## src/design/maze_room_merge_kruskal_macros.svh

```systemverilog
// assertion helpers for the room merge block
`ifndef MAZE_ROOM_MERGE_KRUSKAL_MACROS_SVH
`define MAZE_ROOM_MERGE_KRUSKAL_MACROS_SVH

// same-cycle implication
`define MRK_ASSERT_IMP(name, ante, cons) \
  name: assert property (@(posedge clk_i) disable iff (!rst_ni) (ante) |-> (cons)) \
    else $error("maze_room_merge_kruskal: check failed");

// next-cycle implication
`define MRK_ASSERT_NXT(name, ante, cons) \
  name: assert property (@(posedge clk_i) disable iff (!rst_ni) (ante) |=> (cons)) \
    else $error("maze_room_merge_kruskal: check failed");

`endif

```

## src/design/mrk_pkg.sv

```systemverilog
package mrk_pkg;

  typedef enum logic [1:0] {K_RESTART, K_PASS, K_OUTSIDE} kind_e;

  typedef enum logic [1:0] {
    ST_JOINED    = 2'd0,
    ST_NO_DIR    = 2'd1,
    ST_OUTSIDE   = 2'd2,
    ST_RESTARTED = 2'd3
  } status_e;

  typedef enum logic [3:0] {
    B_CLEAR, B_IDLE, B_READ, B_WAIT, B_EVAL, B_MOD, B_SCAN, B_PICK, B_MERGE, B_RESULT
  } bstate_e;

  typedef struct packed {
    kind_e       kind;
    logic [3:0]  x;
    logic [3:0]  y;
    logic [15:0] rnd;
  } job_t;

  typedef struct packed {
    status_e     status;
    logic [3:0]  dir;
    logic [7:0]  n1;
    logic [7:0]  n2;
    logic [7:0]  n3;
    logic        diag;
    logic [8:0]  rooms;
    logic        done;
    logic [15:0] passes;
    logic [15:0] fails;
  } res_t;

  typedef struct packed {
    logic q_full;
    logic init_busy;
  } front_ctl_t;

  localparam int DIRS = 12;

  // offsets coded 0,1,2 for -1,0,+1
  localparam logic [1:0] SIDE_X [DIRS] = '{2'd1, 2'd1, 2'd1, 2'd2, 2'd2, 2'd2,
                                          2'd1, 2'd1, 2'd1, 2'd0, 2'd0, 2'd0};
  localparam logic [1:0] SIDE_Y [DIRS] = '{2'd0, 2'd0, 2'd0, 2'd1, 2'd1, 2'd1,
                                          2'd2, 2'd2, 2'd2, 2'd1, 2'd1, 2'd1};
  localparam logic [1:0] CORN_X [DIRS] = '{2'd0, 2'd1, 2'd2, 2'd2, 2'd1, 2'd2,
                                          2'd2, 2'd1, 2'd0, 2'd0, 2'd1, 2'd0};
  localparam logic [1:0] CORN_Y [DIRS] = '{2'd0, 2'd1, 2'd0, 2'd0, 2'd1, 2'd2,
                                          2'd2, 2'd1, 2'd2, 2'd2, 2'd1, 2'd0};
  localparam logic [DIRS-1:0] DIAG_DIR = 12'b1011_0110_1101;

  localparam logic CFG_GRID_SIZE       = 1'b0;
  localparam logic CFG_ENABLE_DIAGONAL = 1'b1;

endpackage

```

## src/design/mrk_front.sv

```systemverilog
module mrk_front import mrk_pkg::*; #(
  parameter int GRID_MAX = 16,
  localparam int NW = $clog2(GRID_MAX + 1)
) (
  input  logic          in_valid_i,
  output logic          in_stall_o,
  input  logic          command_i,
  input  logic [3:0]    cell_x_i,
  input  logic [3:0]    cell_y_i,
  input  logic [15:0]   random_word_i,
  input  logic [NW-1:0] n_i,
  input  front_ctl_t    ctl_i,
  output logic          push_o,
  output job_t          job_o
);

  logic cell_ok;

  assign cell_ok    = (8'(cell_x_i) < 8'(n_i)) && (8'(cell_y_i) < 8'(n_i));
  assign in_stall_o = ctl_i.q_full || ctl_i.init_busy;
  assign push_o     = in_valid_i && !in_stall_o;

  always_comb begin
    job_o.x   = cell_x_i;
    job_o.y   = cell_y_i;
    job_o.rnd = random_word_i;
    if (!command_i) begin
      job_o.kind = K_RESTART;
    end else if (cell_ok) begin
      job_o.kind = K_PASS;
    end else begin
      job_o.kind = K_OUTSIDE;
    end
  end

endmodule

```

## src/design/mrk_queue.sv

```systemverilog
module mrk_queue import mrk_pkg::*; (
  input  logic clk_i,
  input  logic rst_ni,
  input  logic push_i,
  input  job_t job_i,
  input  logic pop_i,
  output job_t job_o,
  output logic full_o,
  output logic empty_o
);

  job_t       ent_q [2];
  logic       wp_q, wp_d, rp_q, rp_d;
  logic [1:0] cnt_q, cnt_d;

  always_comb begin
    wp_d  = wp_q;
    rp_d  = rp_q;
    cnt_d = cnt_q;
    if (push_i) begin
      wp_d = !wp_q;
    end
    if (pop_i) begin
      rp_d = !rp_q;
    end
    if (push_i && !pop_i) begin
      cnt_d = cnt_q + 2'd1;
    end else if (!push_i && pop_i) begin
      cnt_d = cnt_q - 2'd1;
    end
  end

  always_ff @(posedge clk_i or negedge rst_ni) begin
    if (!rst_ni) begin
      wp_q  <= 1'b0;
      rp_q  <= 1'b0;
      cnt_q <= 2'd0;
    end else begin
      wp_q  <= wp_d;
      rp_q  <= rp_d;
      cnt_q <= cnt_d;
    end
  end

  always_ff @(posedge clk_i) begin
    if (push_i) begin
      ent_q[wp_q] <= job_i;
    end
  end

  assign job_o   = ent_q[rp_q];
  assign full_o  = cnt_q == 2'd2;
  assign empty_o = cnt_q == 2'd0;

endmodule

```

## src/design/mrk_back.sv

```systemverilog
module mrk_back import mrk_pkg::*; #(
  parameter int GRID_MAX = 16,
  localparam int NW = $clog2(GRID_MAX + 1)
) (
  input  logic          clk_i,
  input  logic          rst_ni,
  input  logic [NW-1:0] n_i,
  input  logic          diag_en_i,
  input  logic          q_empty_i,
  input  job_t          q_job_i,
  output logic          q_pop_o,
  output logic          init_o,
  output logic          out_valid_o,
  input  logic          out_stall_i,
  output res_t          out_res_o
);

  localparam int AW    = $clog2(GRID_MAX);
  localparam int CW    = ((AW > 4) ? AW : 4) + 1;
  localparam int LW    = $clog2(GRID_MAX * GRID_MAX);
  localparam int RW    = $clog2(GRID_MAX * GRID_MAX + 1);
  localparam int RST_N = (GRID_MAX < 4) ? GRID_MAX : 4;
  localparam int DEPTH = 1 << (2 * AW);

  bstate_e         st_q, st_d;
  logic            init_q, init_d;
  job_t            job_q, job_d;
  logic [AW-1:0]   i_q, i_d, j_q, j_d;
  logic [LW-1:0]   base_q, base_d;
  logic [NW-1:0]   sn_q, sn_d;
  logic [1:0]      ox_q, ox_d, oy_q, oy_d;
  logic            cap_v_q, cap_v_d;
  logic [1:0]      cap_x_q, cap_x_d, cap_y_q, cap_y_d;
  logic [LW-1:0]   lab_q [3][3];
  logic [LW-1:0]   lab_d [3][3];
  logic [DIRS-1:0] legal_q, legal_d;
  logic [3:0]      cnt_q, cnt_d, rem_q, rem_d, bit_q, bit_d;
  logic [3:0]      rank_q, rank_d, d_q, d_d, sel_q, sel_d;
  logic [15:0]     rnd_q, rnd_d;
  logic [LW-1:0]   r1_q, r1_d, r2_q, r2_d, r3_q, r3_d;
  logic            mv_q, mv_d;
  logic [2*AW-1:0] ma_q, ma_d;
  logic [RW-1:0]   room_q, room_d;
  logic [15:0]     pass_q, pass_d, fail_q, fail_d;
  status_e         status_q, status_d;
  logic [7:0]      n1_q, n1_d, n2_q, n2_d, n3_q, n3_d;
  logic            diag_q, diag_d;
  res_t            out_q, out_d;
  logic            out_v_q, out_v_d;

  logic [LW-1:0]   mem [DEPTH];
  logic [LW-1:0]   rdata_q;
  logic            we;
  logic [2*AW-1:0] wa, ra;
  logic [LW-1:0]   wd;

  logic [CW-1:0]   x_c, y_c, xx, yy, sx, sy, cx, cy;
  logic            inb [3][3];
  logic [DIRS-1:0] legal_c;
  logic [3:0]      cnt_c;
  logic [4:0]      rem5;
  logic            in_grid;
  logic [31:0]     room32;
  res_t            res;

  assign x_c = CW'(job_q.x);
  assign y_c = CW'(job_q.y);
  assign xx  = x_c + CW'(ox_q) - CW'(1);
  assign yy  = y_c + CW'(oy_q) - CW'(1);
  assign sx  = x_c + CW'(SIDE_X[sel_q]) - CW'(1);
  assign sy  = y_c + CW'(SIDE_Y[sel_q]) - CW'(1);
  assign cx  = x_c + CW'(CORN_X[sel_q]) - CW'(1);
  assign cy  = y_c + CW'(CORN_Y[sel_q]) - CW'(1);

  always_comb begin
    logic [CW-1:0] px, py;
    for (int a = 0; a < 3; a++) begin
      for (int b = 0; b < 3; b++) begin
        px        = x_c + CW'(a) - CW'(1);
        py        = y_c + CW'(b) - CW'(1);
        inb[a][b] = (px < CW'(n_i)) && (py < CW'(n_i));
      end
    end
  end

  // legality of the twelve directions from the captured neighborhood
  always_comb begin
    logic [LW-1:0] la, lb, lc;
    logic          si, ci;
    cnt_c = 4'd0;
    for (int d = 0; d < DIRS; d++) begin
      la = lab_q[1][1];
      lb = lab_q[SIDE_X[d]][SIDE_Y[d]];
      lc = lab_q[CORN_X[d]][CORN_Y[d]];
      si = inb[SIDE_X[d]][SIDE_Y[d]];
      ci = inb[CORN_X[d]][CORN_Y[d]];
      if (DIAG_DIR[d]) begin
        legal_c[d] = diag_en_i && si && ci && (la != lb) && (lb != lc) && (lc != la);
      end else begin
        legal_c[d] = si && (la != lb);
      end
      cnt_c = cnt_c + 4'(legal_c[d]);
    end
  end

  assign rem5    = {rem_q, rnd_q[15]};
  assign in_grid = (8'(i_q) < 8'(sn_q)) && (8'(j_q) < 8'(sn_q));
  assign room32  = 32'(room_q);

  always_comb begin
    res.status = status_q;
    res.dir    = sel_q;
    res.n1     = n1_q;
    res.n2     = n2_q;
    res.n3     = n3_q;
    res.diag   = diag_q;
    res.rooms  = room32[8:0];
    res.done   = room_q == RW'(1);
    res.passes = pass_q;
    res.fails  = fail_q;
  end

  always_comb begin
    st_d     = st_q;
    init_d   = init_q;
    job_d    = job_q;
    i_d      = i_q;
    j_d      = j_q;
    base_d   = base_q;
    sn_d     = sn_q;
    ox_d     = ox_q;
    oy_d     = oy_q;
    cap_v_d  = 1'b0;
    cap_x_d  = cap_x_q;
    cap_y_d  = cap_y_q;
    lab_d    = lab_q;
    legal_d  = legal_q;
    cnt_d    = cnt_q;
    rem_d    = rem_q;
    bit_d    = bit_q;
    rank_d   = rank_q;
    d_d      = d_q;
    sel_d    = sel_q;
    rnd_d    = rnd_q;
    r1_d     = r1_q;
    r2_d     = r2_q;
    r3_d     = r3_q;
    mv_d     = 1'b0;
    ma_d     = ma_q;
    room_d   = room_q;
    pass_d   = pass_q;
    fail_d   = fail_q;
    status_d = status_q;
    n1_d     = n1_q;
    n2_d     = n2_q;
    n3_d     = n3_q;
    diag_d   = diag_q;
    out_d    = out_q;
    out_v_d  = out_v_q && out_stall_i;
    q_pop_o  = 1'b0;
    we       = 1'b0;
    wa       = {i_q, j_q};
    wd       = r1_q;
    ra       = {i_q, j_q};

    if (cap_v_q) begin
      lab_d[cap_x_q][cap_y_q] = rdata_q;
    end
    if (mv_q && (rdata_q == r2_q || rdata_q == r3_q)) begin
      we = 1'b1;
      wa = ma_q;
      wd = r1_q;
    end

    case (st_q)
      B_CLEAR: begin
        we = 1'b1;
        wa = {i_q, j_q};
        wd = in_grid ? base_q + LW'(j_q) : '0;
        if (j_q == AW'(GRID_MAX - 1)) begin
          j_d = '0;
          i_d = i_q + AW'(1);
          if (8'(i_q) < 8'(sn_q)) begin
            base_d = base_q + LW'(sn_q);
          end
          if (i_q == AW'(GRID_MAX - 1)) begin
            init_d = 1'b0;
            st_d   = init_q ? B_IDLE : B_RESULT;
          end
        end else begin
          j_d = j_q + AW'(1);
        end
      end
      B_IDLE: begin
        if (!q_empty_i) begin
          q_pop_o  = 1'b1;
          job_d    = q_job_i;
          sel_d    = '0;
          n1_d     = '0;
          n2_d     = '0;
          n3_d     = '0;
          diag_d   = 1'b0;
          i_d      = '0;
          j_d      = '0;
          case (q_job_i.kind)
            K_RESTART: begin
              sn_d     = n_i;
              base_d   = '0;
              room_d   = RW'(16'(n_i) * 16'(n_i));
              pass_d   = '0;
              fail_d   = '0;
              status_d = ST_RESTARTED;
              st_d     = B_CLEAR;
            end
            K_PASS: begin
              if (pass_q != 16'hFFFF) pass_d = pass_q + 16'd1;
              n1_d = 8'(16'(q_job_i.x) * 16'(n_i) + 16'(q_job_i.y));
              ox_d = 2'd0;
              oy_d = 2'd0;
              st_d = B_READ;
            end
            default: begin
              if (pass_q != 16'hFFFF) pass_d = pass_q + 16'd1;
              status_d = ST_OUTSIDE;
              st_d     = B_RESULT;
            end
          endcase
        end
      end
      B_READ: begin
        ra      = {xx[AW-1:0], yy[AW-1:0]};
        cap_v_d = 1'b1;
        cap_x_d = ox_q;
        cap_y_d = oy_q;
        if (oy_q == 2'd2) begin
          oy_d = 2'd0;
          ox_d = ox_q + 2'd1;
          if (ox_q == 2'd2) st_d = B_WAIT;
        end else begin
          oy_d = oy_q + 2'd1;
        end
      end
      B_WAIT: begin
        st_d = B_EVAL;
      end
      B_EVAL: begin
        legal_d = legal_c;
        cnt_d   = cnt_c;
        if (cnt_c == 4'd0) begin
          if (fail_q != 16'hFFFF) fail_d = fail_q + 16'd1;
          status_d = ST_NO_DIR;
          st_d     = B_RESULT;
        end else begin
          rem_d = '0;
          bit_d = '0;
          rnd_d = job_q.rnd;
          st_d  = B_MOD;
        end
      end
      B_MOD: begin
        // restoring remainder, one bit per cycle
        rem_d = (rem5 >= 5'(cnt_q)) ? 4'(rem5 - 5'(cnt_q)) : rem5[3:0];
        rnd_d = {rnd_q[14:0], 1'b0};
        bit_d = bit_q + 4'd1;
        if (bit_q == 4'd15) begin
          d_d    = '0;
          rank_d = '0;
          st_d   = B_SCAN;
        end
      end
      B_SCAN: begin
        d_d = d_q + 4'd1;
        if (legal_q[d_q]) begin
          rank_d = rank_q + 4'd1;
          if (rank_q == rem_q) begin
            sel_d = d_q;
            st_d  = B_PICK;
          end
        end
      end
      B_PICK: begin
        r1_d     = lab_q[1][1];
        r2_d     = lab_q[SIDE_X[sel_q]][SIDE_Y[sel_q]];
        n2_d     = 8'(16'(sx) * 16'(n_i) + 16'(sy));
        status_d = ST_JOINED;
        if (DIAG_DIR[sel_q]) begin
          r3_d   = lab_q[CORN_X[sel_q]][CORN_Y[sel_q]];
          n3_d   = 8'(16'(cx) * 16'(n_i) + 16'(cy));
          diag_d = 1'b1;
          room_d = (room_q > RW'(3)) ? room_q - RW'(2) : RW'(1);
        end else begin
          r3_d   = lab_q[SIDE_X[sel_q]][SIDE_Y[sel_q]];
          room_d = (room_q > RW'(2)) ? room_q - RW'(1) : RW'(1);
        end
        i_d  = '0;
        j_d  = '0;
        st_d = B_MERGE;
      end
      B_MERGE: begin
        ra   = {i_q, j_q};
        mv_d = 1'b1;
        ma_d = {i_q, j_q};
        if (8'(j_q) == 8'(n_i) - 8'd1) begin
          j_d = '0;
          i_d = i_q + AW'(1);
          if (8'(i_q) == 8'(n_i) - 8'd1) st_d = B_RESULT;
        end else begin
          j_d = j_q + AW'(1);
        end
      end
      B_RESULT: begin
        if (!out_v_q || !out_stall_i) begin
          out_d   = res;
          out_v_d = 1'b1;
          st_d    = B_IDLE;
        end
      end
      default: begin
        st_d = B_IDLE;
      end
    endcase
  end

  always_ff @(posedge clk_i or negedge rst_ni) begin
    if (!rst_ni) begin
      st_q    <= B_CLEAR;
      init_q  <= 1'b1;
      i_q     <= '0;
      j_q     <= '0;
      base_q  <= '0;
      sn_q    <= NW'(RST_N);
      cap_v_q <= 1'b0;
      mv_q    <= 1'b0;
      room_q  <= RW'(RST_N * RST_N);
      pass_q  <= '0;
      fail_q  <= '0;
      out_v_q <= 1'b0;
    end else begin
      st_q    <= st_d;
      init_q  <= init_d;
      i_q     <= i_d;
      j_q     <= j_d;
      base_q  <= base_d;
      sn_q    <= sn_d;
      cap_v_q <= cap_v_d;
      mv_q    <= mv_d;
      room_q  <= room_d;
      pass_q  <= pass_d;
      fail_q  <= fail_d;
      out_v_q <= out_v_d;
    end
  end

  always_ff @(posedge clk_i) begin
    job_q    <= job_d;
    ox_q     <= ox_d;
    oy_q     <= oy_d;
    cap_x_q  <= cap_x_d;
    cap_y_q  <= cap_y_d;
    lab_q    <= lab_d;
    legal_q  <= legal_d;
    cnt_q    <= cnt_d;
    rem_q    <= rem_d;
    bit_q    <= bit_d;
    rank_q   <= rank_d;
    d_q      <= d_d;
    sel_q    <= sel_d;
    rnd_q    <= rnd_d;
    r1_q     <= r1_d;
    r2_q     <= r2_d;
    r3_q     <= r3_d;
    ma_q     <= ma_d;
    status_q <= status_d;
    n1_q     <= n1_d;
    n2_q     <= n2_d;
    n3_q     <= n3_d;
    diag_q   <= diag_d;
    out_q    <= out_d;
  end

  always_ff @(posedge clk_i) begin
    if (we) begin
      mem[wa] <= wd;
    end
    rdata_q <= mem[ra];
  end

  assign init_o      = init_q;
  assign out_valid_o = out_v_q;
  assign out_res_o   = out_q;

endmodule

```

## src/design/maze_room_merge_kruskal.sv

```systemverilog
// Room-merging maze builder on a square grid of up to GRID_MAX by GRID_MAX cells, with the
// room label of every cell held in a label memory with one read and one write port. A
// pass word runs nine label reads, a remainder of its 16-bit random word, a scan of up to
// twelve directions, then a relabel of the grid cell by cell; a word outside the grid or
// with no legal direction returns its result without relabelling. A restart word sweeps
// all GRID_MAX*GRID_MAX label entries. After reset the same sweep runs with a side of
// 4, or GRID_MAX if smaller, while the input is stalled; configuration writes are
// taken meanwhile. A two-word queue sits in front of the merge engine, and one output
// register holds the result, so new words are taken while a result waits.
`include "maze_room_merge_kruskal_macros.svh"

module maze_room_merge_kruskal import mrk_pkg::*; #(
  parameter int GRID_MAX = 16
) (
  input  logic        clk_i,
  input  logic        rst_ni,
  input  logic        cfg_we_i,
  input  logic        cfg_index_i,
  input  logic [4:0]  cfg_data_i,
  input  logic        in_valid_i,
  output logic        in_stall_o,
  input  logic        command_i,
  input  logic [3:0]  cell_x_i,
  input  logic [3:0]  cell_y_i,
  input  logic [15:0] random_word_i,
  output logic        out_valid_o,
  input  logic        out_stall_i,
  output logic [1:0]  status_o,
  output logic [3:0]  direction_o,
  output logic [7:0]  first_node_o,
  output logic [7:0]  second_node_o,
  output logic [7:0]  third_node_o,
  output logic        diagonal_o,
  output logic [8:0]  rooms_left_o,
  output logic        done_res_o,
  output logic [15:0] pass_count_o,
  output logic [15:0] failed_count_o
);

  localparam int NW = $clog2(GRID_MAX + 1);

  logic [4:0]    grid_q;
  logic          diag_en_q;
  logic [NW-1:0] n;
  front_ctl_t    fctl;
  logic          push, pop, q_full, q_empty, init_busy;
  job_t          push_job, head_job;
  res_t          res;

  always_ff @(posedge clk_i or negedge rst_ni) begin
    if (!rst_ni) begin
      grid_q    <= 5'd4;
      diag_en_q <= 1'b1;
    end else if (cfg_we_i) begin
      case (cfg_index_i)
        CFG_GRID_SIZE:       grid_q    <= cfg_data_i;
        CFG_ENABLE_DIAGONAL: diag_en_q <= cfg_data_i[0];
        default: ;
      endcase
    end
  end

  // side length clamped to the built range
  always_comb begin
    if (32'(grid_q) < 32'd2) begin
      n = NW'(2);
    end else if (32'(grid_q) > 32'(GRID_MAX)) begin
      n = NW'(GRID_MAX);
    end else begin
      n = NW'(grid_q);
    end
  end

  assign fctl.q_full    = q_full;
  assign fctl.init_busy = init_busy;

  mrk_front #(.GRID_MAX(GRID_MAX)) u_front (
    .in_valid_i    (in_valid_i),
    .in_stall_o    (in_stall_o),
    .command_i     (command_i),
    .cell_x_i      (cell_x_i),
    .cell_y_i      (cell_y_i),
    .random_word_i (random_word_i),
    .n_i           (n),
    .ctl_i         (fctl),
    .push_o        (push),
    .job_o         (push_job)
  );

  mrk_queue u_queue (
    .clk_i   (clk_i),
    .rst_ni  (rst_ni),
    .push_i  (push),
    .job_i   (push_job),
    .pop_i   (pop),
    .job_o   (head_job),
    .full_o  (q_full),
    .empty_o (q_empty)
  );

  mrk_back #(.GRID_MAX(GRID_MAX)) u_back (
    .clk_i       (clk_i),
    .rst_ni      (rst_ni),
    .n_i         (n),
    .diag_en_i   (diag_en_q),
    .q_empty_i   (q_empty),
    .q_job_i     (head_job),
    .q_pop_o     (pop),
    .init_o      (init_busy),
    .out_valid_o (out_valid_o),
    .out_stall_i (out_stall_i),
    .out_res_o   (res)
  );

  assign status_o       = res.status;
  assign direction_o    = res.dir;
  assign first_node_o   = res.n1;
  assign second_node_o  = res.n2;
  assign third_node_o   = res.n3;
  assign diagonal_o     = res.diag;
  assign rooms_left_o   = res.rooms;
  assign done_res_o     = res.done;
  assign pass_count_o   = res.passes;
  assign failed_count_o = res.fails;

  `MRK_ASSERT_IMP(a_full_stalls, q_full, in_stall_o)
  `MRK_ASSERT_IMP(a_restart_clears, out_valid_o && status_o == ST_RESTARTED, pass_count_o == 16'd0 && failed_count_o == 16'd0)
  `MRK_ASSERT_IMP(a_fails_bounded, out_valid_o, failed_count_o <= pass_count_o)
  `MRK_ASSERT_IMP(a_diag_dir, out_valid_o && status_o == ST_JOINED, diagonal_o == DIAG_DIR[direction_o])
  `MRK_ASSERT_NXT(a_pop_nonempty, pop, !init_busy)

endmodule
```

## config.mk

```make
export PLATFORM = sky130hd
export DESIGN_NAME = maze_room_merge_kruskal
export DESIGN_NICKNAME = d
export VERILOG_FILES = /design/src/design/mrk_pkg.sv /design/src/design/mrk_front.sv /design/src/design/mrk_queue.sv /design/src/design/mrk_back.sv /design/src/design/maze_room_merge_kruskal.sv
export VERILOG_INCLUDE_DIRS = /design/src /design/src/design
export SDC_FILE = /design/constraint.sdc
export NUM_CORES = 2
export LEC_CHECK = 0
export BUFFER_PORTS_ARGS = -buffer_cell sky130_fd_sc_hd__buf_4
export CAP_MARGIN = 5
export CORE_MARGIN = 2
export CORE_UTILIZATION = 45
export DETAILED_ROUTE_END_ITERATION = 8
export PLACE_DENSITY_LB_ADDON = 0.12
export SETUP_SLACK_MARGIN = 0.15
export SLEW_MARGIN = 10
export SYNTH_ARGS = -nofsm -noshare
export SYNTH_HDL_FRONTEND = slang
export SYNTH_SLANG_ARGS = --single-unit
```

## constraint.sdc

```tcl
create_clock -name clk_i -period 6.6 [get_ports clk_i]
set_input_delay 1.98 -clock clk_i [delete_from_list [all_inputs] [get_ports clk_i]]
set_output_delay 1.98 -clock clk_i [all_outputs]
set_load 0.005 [all_outputs]
```

==> impl_results.md <==
* Initial antenna violation count at 10
* Clock sink count at 2477
* Worst Path Arrival at 7.35 ns
* Lkg Pwr at 39.5 nW
* DP Cell Count at 10600
* Final hold violation count at 0
* Gate power share at 0.028
* Root buf cell: clkbuf_16
* Ys Warns at 0
* Psw at 6.65 mW
* Internal power at 26.1 mW
* Final Core Density at 0.516
* Reg clk slew, reported paths at 0.06 ns
* Via count at 64800
* Final setup violation count at 0
* Mapped Area at 0.105 mm²
* Total iterations of the first detailed-routing run at 6
* Worst slew pin tran at 1.23 ns
* Setup TNS at 0 ns
* CP peak stage delay at 0.59 ns
* Total CTS buffers at 285
* H-tree levels at 5
* EDFF count, synth at 2388
* Status: complete, no violations
* Number of global-route vias before repair at 62700
* Fin Clk Skew at 0.0682 ns
* Initial core utilization at 0.454
* Routability cong. at 0.889
* DIE WIDTH at 486 µm
* First-pass GRT wire length at 435000 µm
* Drt total wl at 297000 µm
* Port bufs at 110
* Ports at 111
* Core Area at 0.231 mm²
* Largest cells by area after synthesis: edfxtp_1 69%, nand2_1 6.1%, a31oi_1 3.1%
* Die Span Y at 486 µm
* Ratio of routed vias to standard cells at 5.83
* Req. time, crit path at 7.42 ns
* Tot Pwr at 32.7 mW
* Max cap viols at 0
* Seq/Total Area, Yosys at 0.707
* Leading area contributor after synthesis: edfxtp_1
* Synth Flop Type: edfxtp_1
* Longest Clk Path Bufs at 4
* Layout Cells excl Fill at 11100
* WL/cell at 26.7 µm
* Ys async rst share at 0.0323
* Remaining routing DRC violations at 0
* Gate Count Post-Synth at 7611
* Endpoint class of the critical path: flip-flop
* Site Rows at 176
* Synth top area share at 0.686
* Sequential share of power at 0.523
* FMAX at 0.153 GHz
* Worst VDD drop at 0.000214 V
* Final Slew Violations at 0
* Hold Crit Class: reg2reg
* Clk_lat worst skew at 0.93 ns
* Unrepaired setup endpoints after global routing: yes
* Nets at 8152
* Slowest CP cell: or4_1
* CTS tree: yes
* Most frequent CP cell: buf_4
* Die ar. at 0.236 mm²
* Final ANT Viol Nets at 0
* Share of layout cells above drive strength 1 at 0.116
* Critical path type: reg2reg
* Crit share post-route at 0.990
* Area grow syn2layout at 13.7%
* Largest net degree at the start of global routing at 155
* Slew HR at 0.174
* CP Launch Type: flip-flop
* Sequential cell area at 0.0739 mm²
* Synthesized area per cell at 13.7 µm²
* Clock share of power at 0.449
* Synth Register Bits at 2477
* Sw Ratio at 0.203
* Area of the multi-input gates at 0.0282 mm²
* Pwr dens at 275 mW/mm²
* Period minus WS final at 6.53 ns
* Pre-CTS WS at -0.327 ns
* Crit path max fanout at 6
* Layout fillers at 19400
* Count of cell types in the netlist at 80
* Starting DRT DRC Count at 6820
* GR Overflow Total at 0
* Global Route Usage Sum at 0.247
* PnR worst setup slack at 0.0662 ns
* Post-DP HPWL at 183000 µm
[metrics by stage]
step	hold WS (ns)	instance area, µm²
floorplan	0.400	105000
global placement	0.403	110000
CTS	0.417	119000
finish	0.416	119000
global route	0.423	119000
detailed placement	0.405	110000
[placed cells by master (no fill, tap or decap), types with 55 or more instances in the layout]
cell / netlist / layout
edfxtp_1: 2388 / 2388
nand2_1: 1713 / 1703
a31oi_1: 522 / 519
buf_4: 57 / 423
nor2_1: 378 / 374
mux2i_1: 292 / 291
clkbuf_16: 0 / 289
a32o_1: 256 / 256
ha_1: 163 / 160
inv_1: 161 / 157
xnor2_1: 132 / 131
a22oi_1: 131 / 131
xor2_1: 119 / 118
a21oi_1: 103 / 91
clkbuf_1: 206 / 83
dfrtp_1: 75 / 75
o21ai_0: 78 / 74
nor3_1: 70 / 62
clkinv_1: 4 / 61
nand3_1: 58 / 55
[synth_stat cells, drive strengths merged (19+ instances only)]
master	instances
a21o	27
a21oi	103
a22oi	131
a31oi	522
a32o	256
a41oi	34
and2	38
buf	258
clkbuf	207
dfrtp	75
edfxtp	2388
fa	53
ha	163
inv	163
mux2	32
mux2i	292
nand2	1715
nand2b	26
nand3	58
nand4	25
nor2	378
nor2b	19
nor3	70
nor4	27
o21ai	83
xnor2	132
xor2	119
[area by class of cell]
class	instances	area share
Antenna cell	4	0.0000842
Clock inverter	105	0.00740
Clock buffer	374	0.0637
Inverter	167	0.00533
Multi-Input combinational cell	4504	0.237
Timing Repair Buffer	465	0.0335
Tap cell	3026	0.0318
Sequential cell	2477	0.621
[per-layer routing]
layer,up-vias,wire length [µm],global-route usage,part of all wire
li1,29000,-,-,-
met1,33000,130000,0.355,0.44
met2,2290,137000,0.387,0.46
met3,518,20600,0.0409,0.069
met4,8,9210,0.0761,0.031
met5,-,55,0,0.00019
[worst paths after layout]
| path | startpoint | endpoint | slack, ns | depth (start not counted) |
|---|---|---|---|---|
| min reg2reg | u_back.n2_q[2] | u_back.out_res_o[53] | 0.42 | 0 |
| max | grid_q[3] | u_back.fail_q[10] | 0.07 | 35 |
| min | u_back.n2_q[2] | u_back.out_res_o[53] | 0.42 | 0 |
| max in group asynchronous | rst_ni | u_back.room_q[3] | 4.38 | 2 |
| min in group asynchronous | rst_ni | u_queue.cnt_q[0] | 1.11 | 1 |
| max reg2reg | grid_q[3] | u_back.fail_q[10] | 0.07 | 35 |
[registers in the layout, summed over array words and instances (netlist names), 9 cells and up, named ones only]
register          cells
u_back.pass_q        16
u_back.lab_q         72
u_back.rnd_q         16
u_back.fail_q        16
u_back.room_q         9
u_back.job_q         24
u_back.mem         2048
u_queue.ent_q        52
u_back.legal_q       12
u_back.out_res_o     73
[worst max-delay path, delay by kind of cell (launching register included)]
kind,cells,cell delay (ns)
buffers and inverters,17,2.19
adders and majority gates,3,1.05
and+or+nand+nor,7,1.57
AOI/OAI and AO/OA,8,1.27
DFF,1,0.39
[power by group through the flow]
stage                     Clock (mW)  Sequential, mW  Combinational (mW)
final                           14.7            17.1               0.921
after global routing            15.5            17.1                1.05
after CTS                       14.9            17.1               0.932
after detailed placement           0            17.5               0.905
after global placement             0            17.5               0.900
after floorplan                    0            17.4               0.604
[cell families after synthesis]
logic type      count (synthesis)  share of synthesized area
simple gates                 2452                     0.0960
xor+xnor                      251                     0.0210
other cells                     1                  0.0000359
flops                        2477                      0.707
buf+inv                       632                     0.0279
fa+ha+maj                     216                     0.0297
compound gates               1255                     0.0866
mux                           327                     0.0320
[what timing repair did]
item                                    CTS  global route
endpoints found under the setup margin   41            42
setup buffers                            18             6
cloned                                    0             0
resized for setup                        22            11
hold buffers                              0             0
pin swaps                                23            19
(Power assumes the default switching activity.)
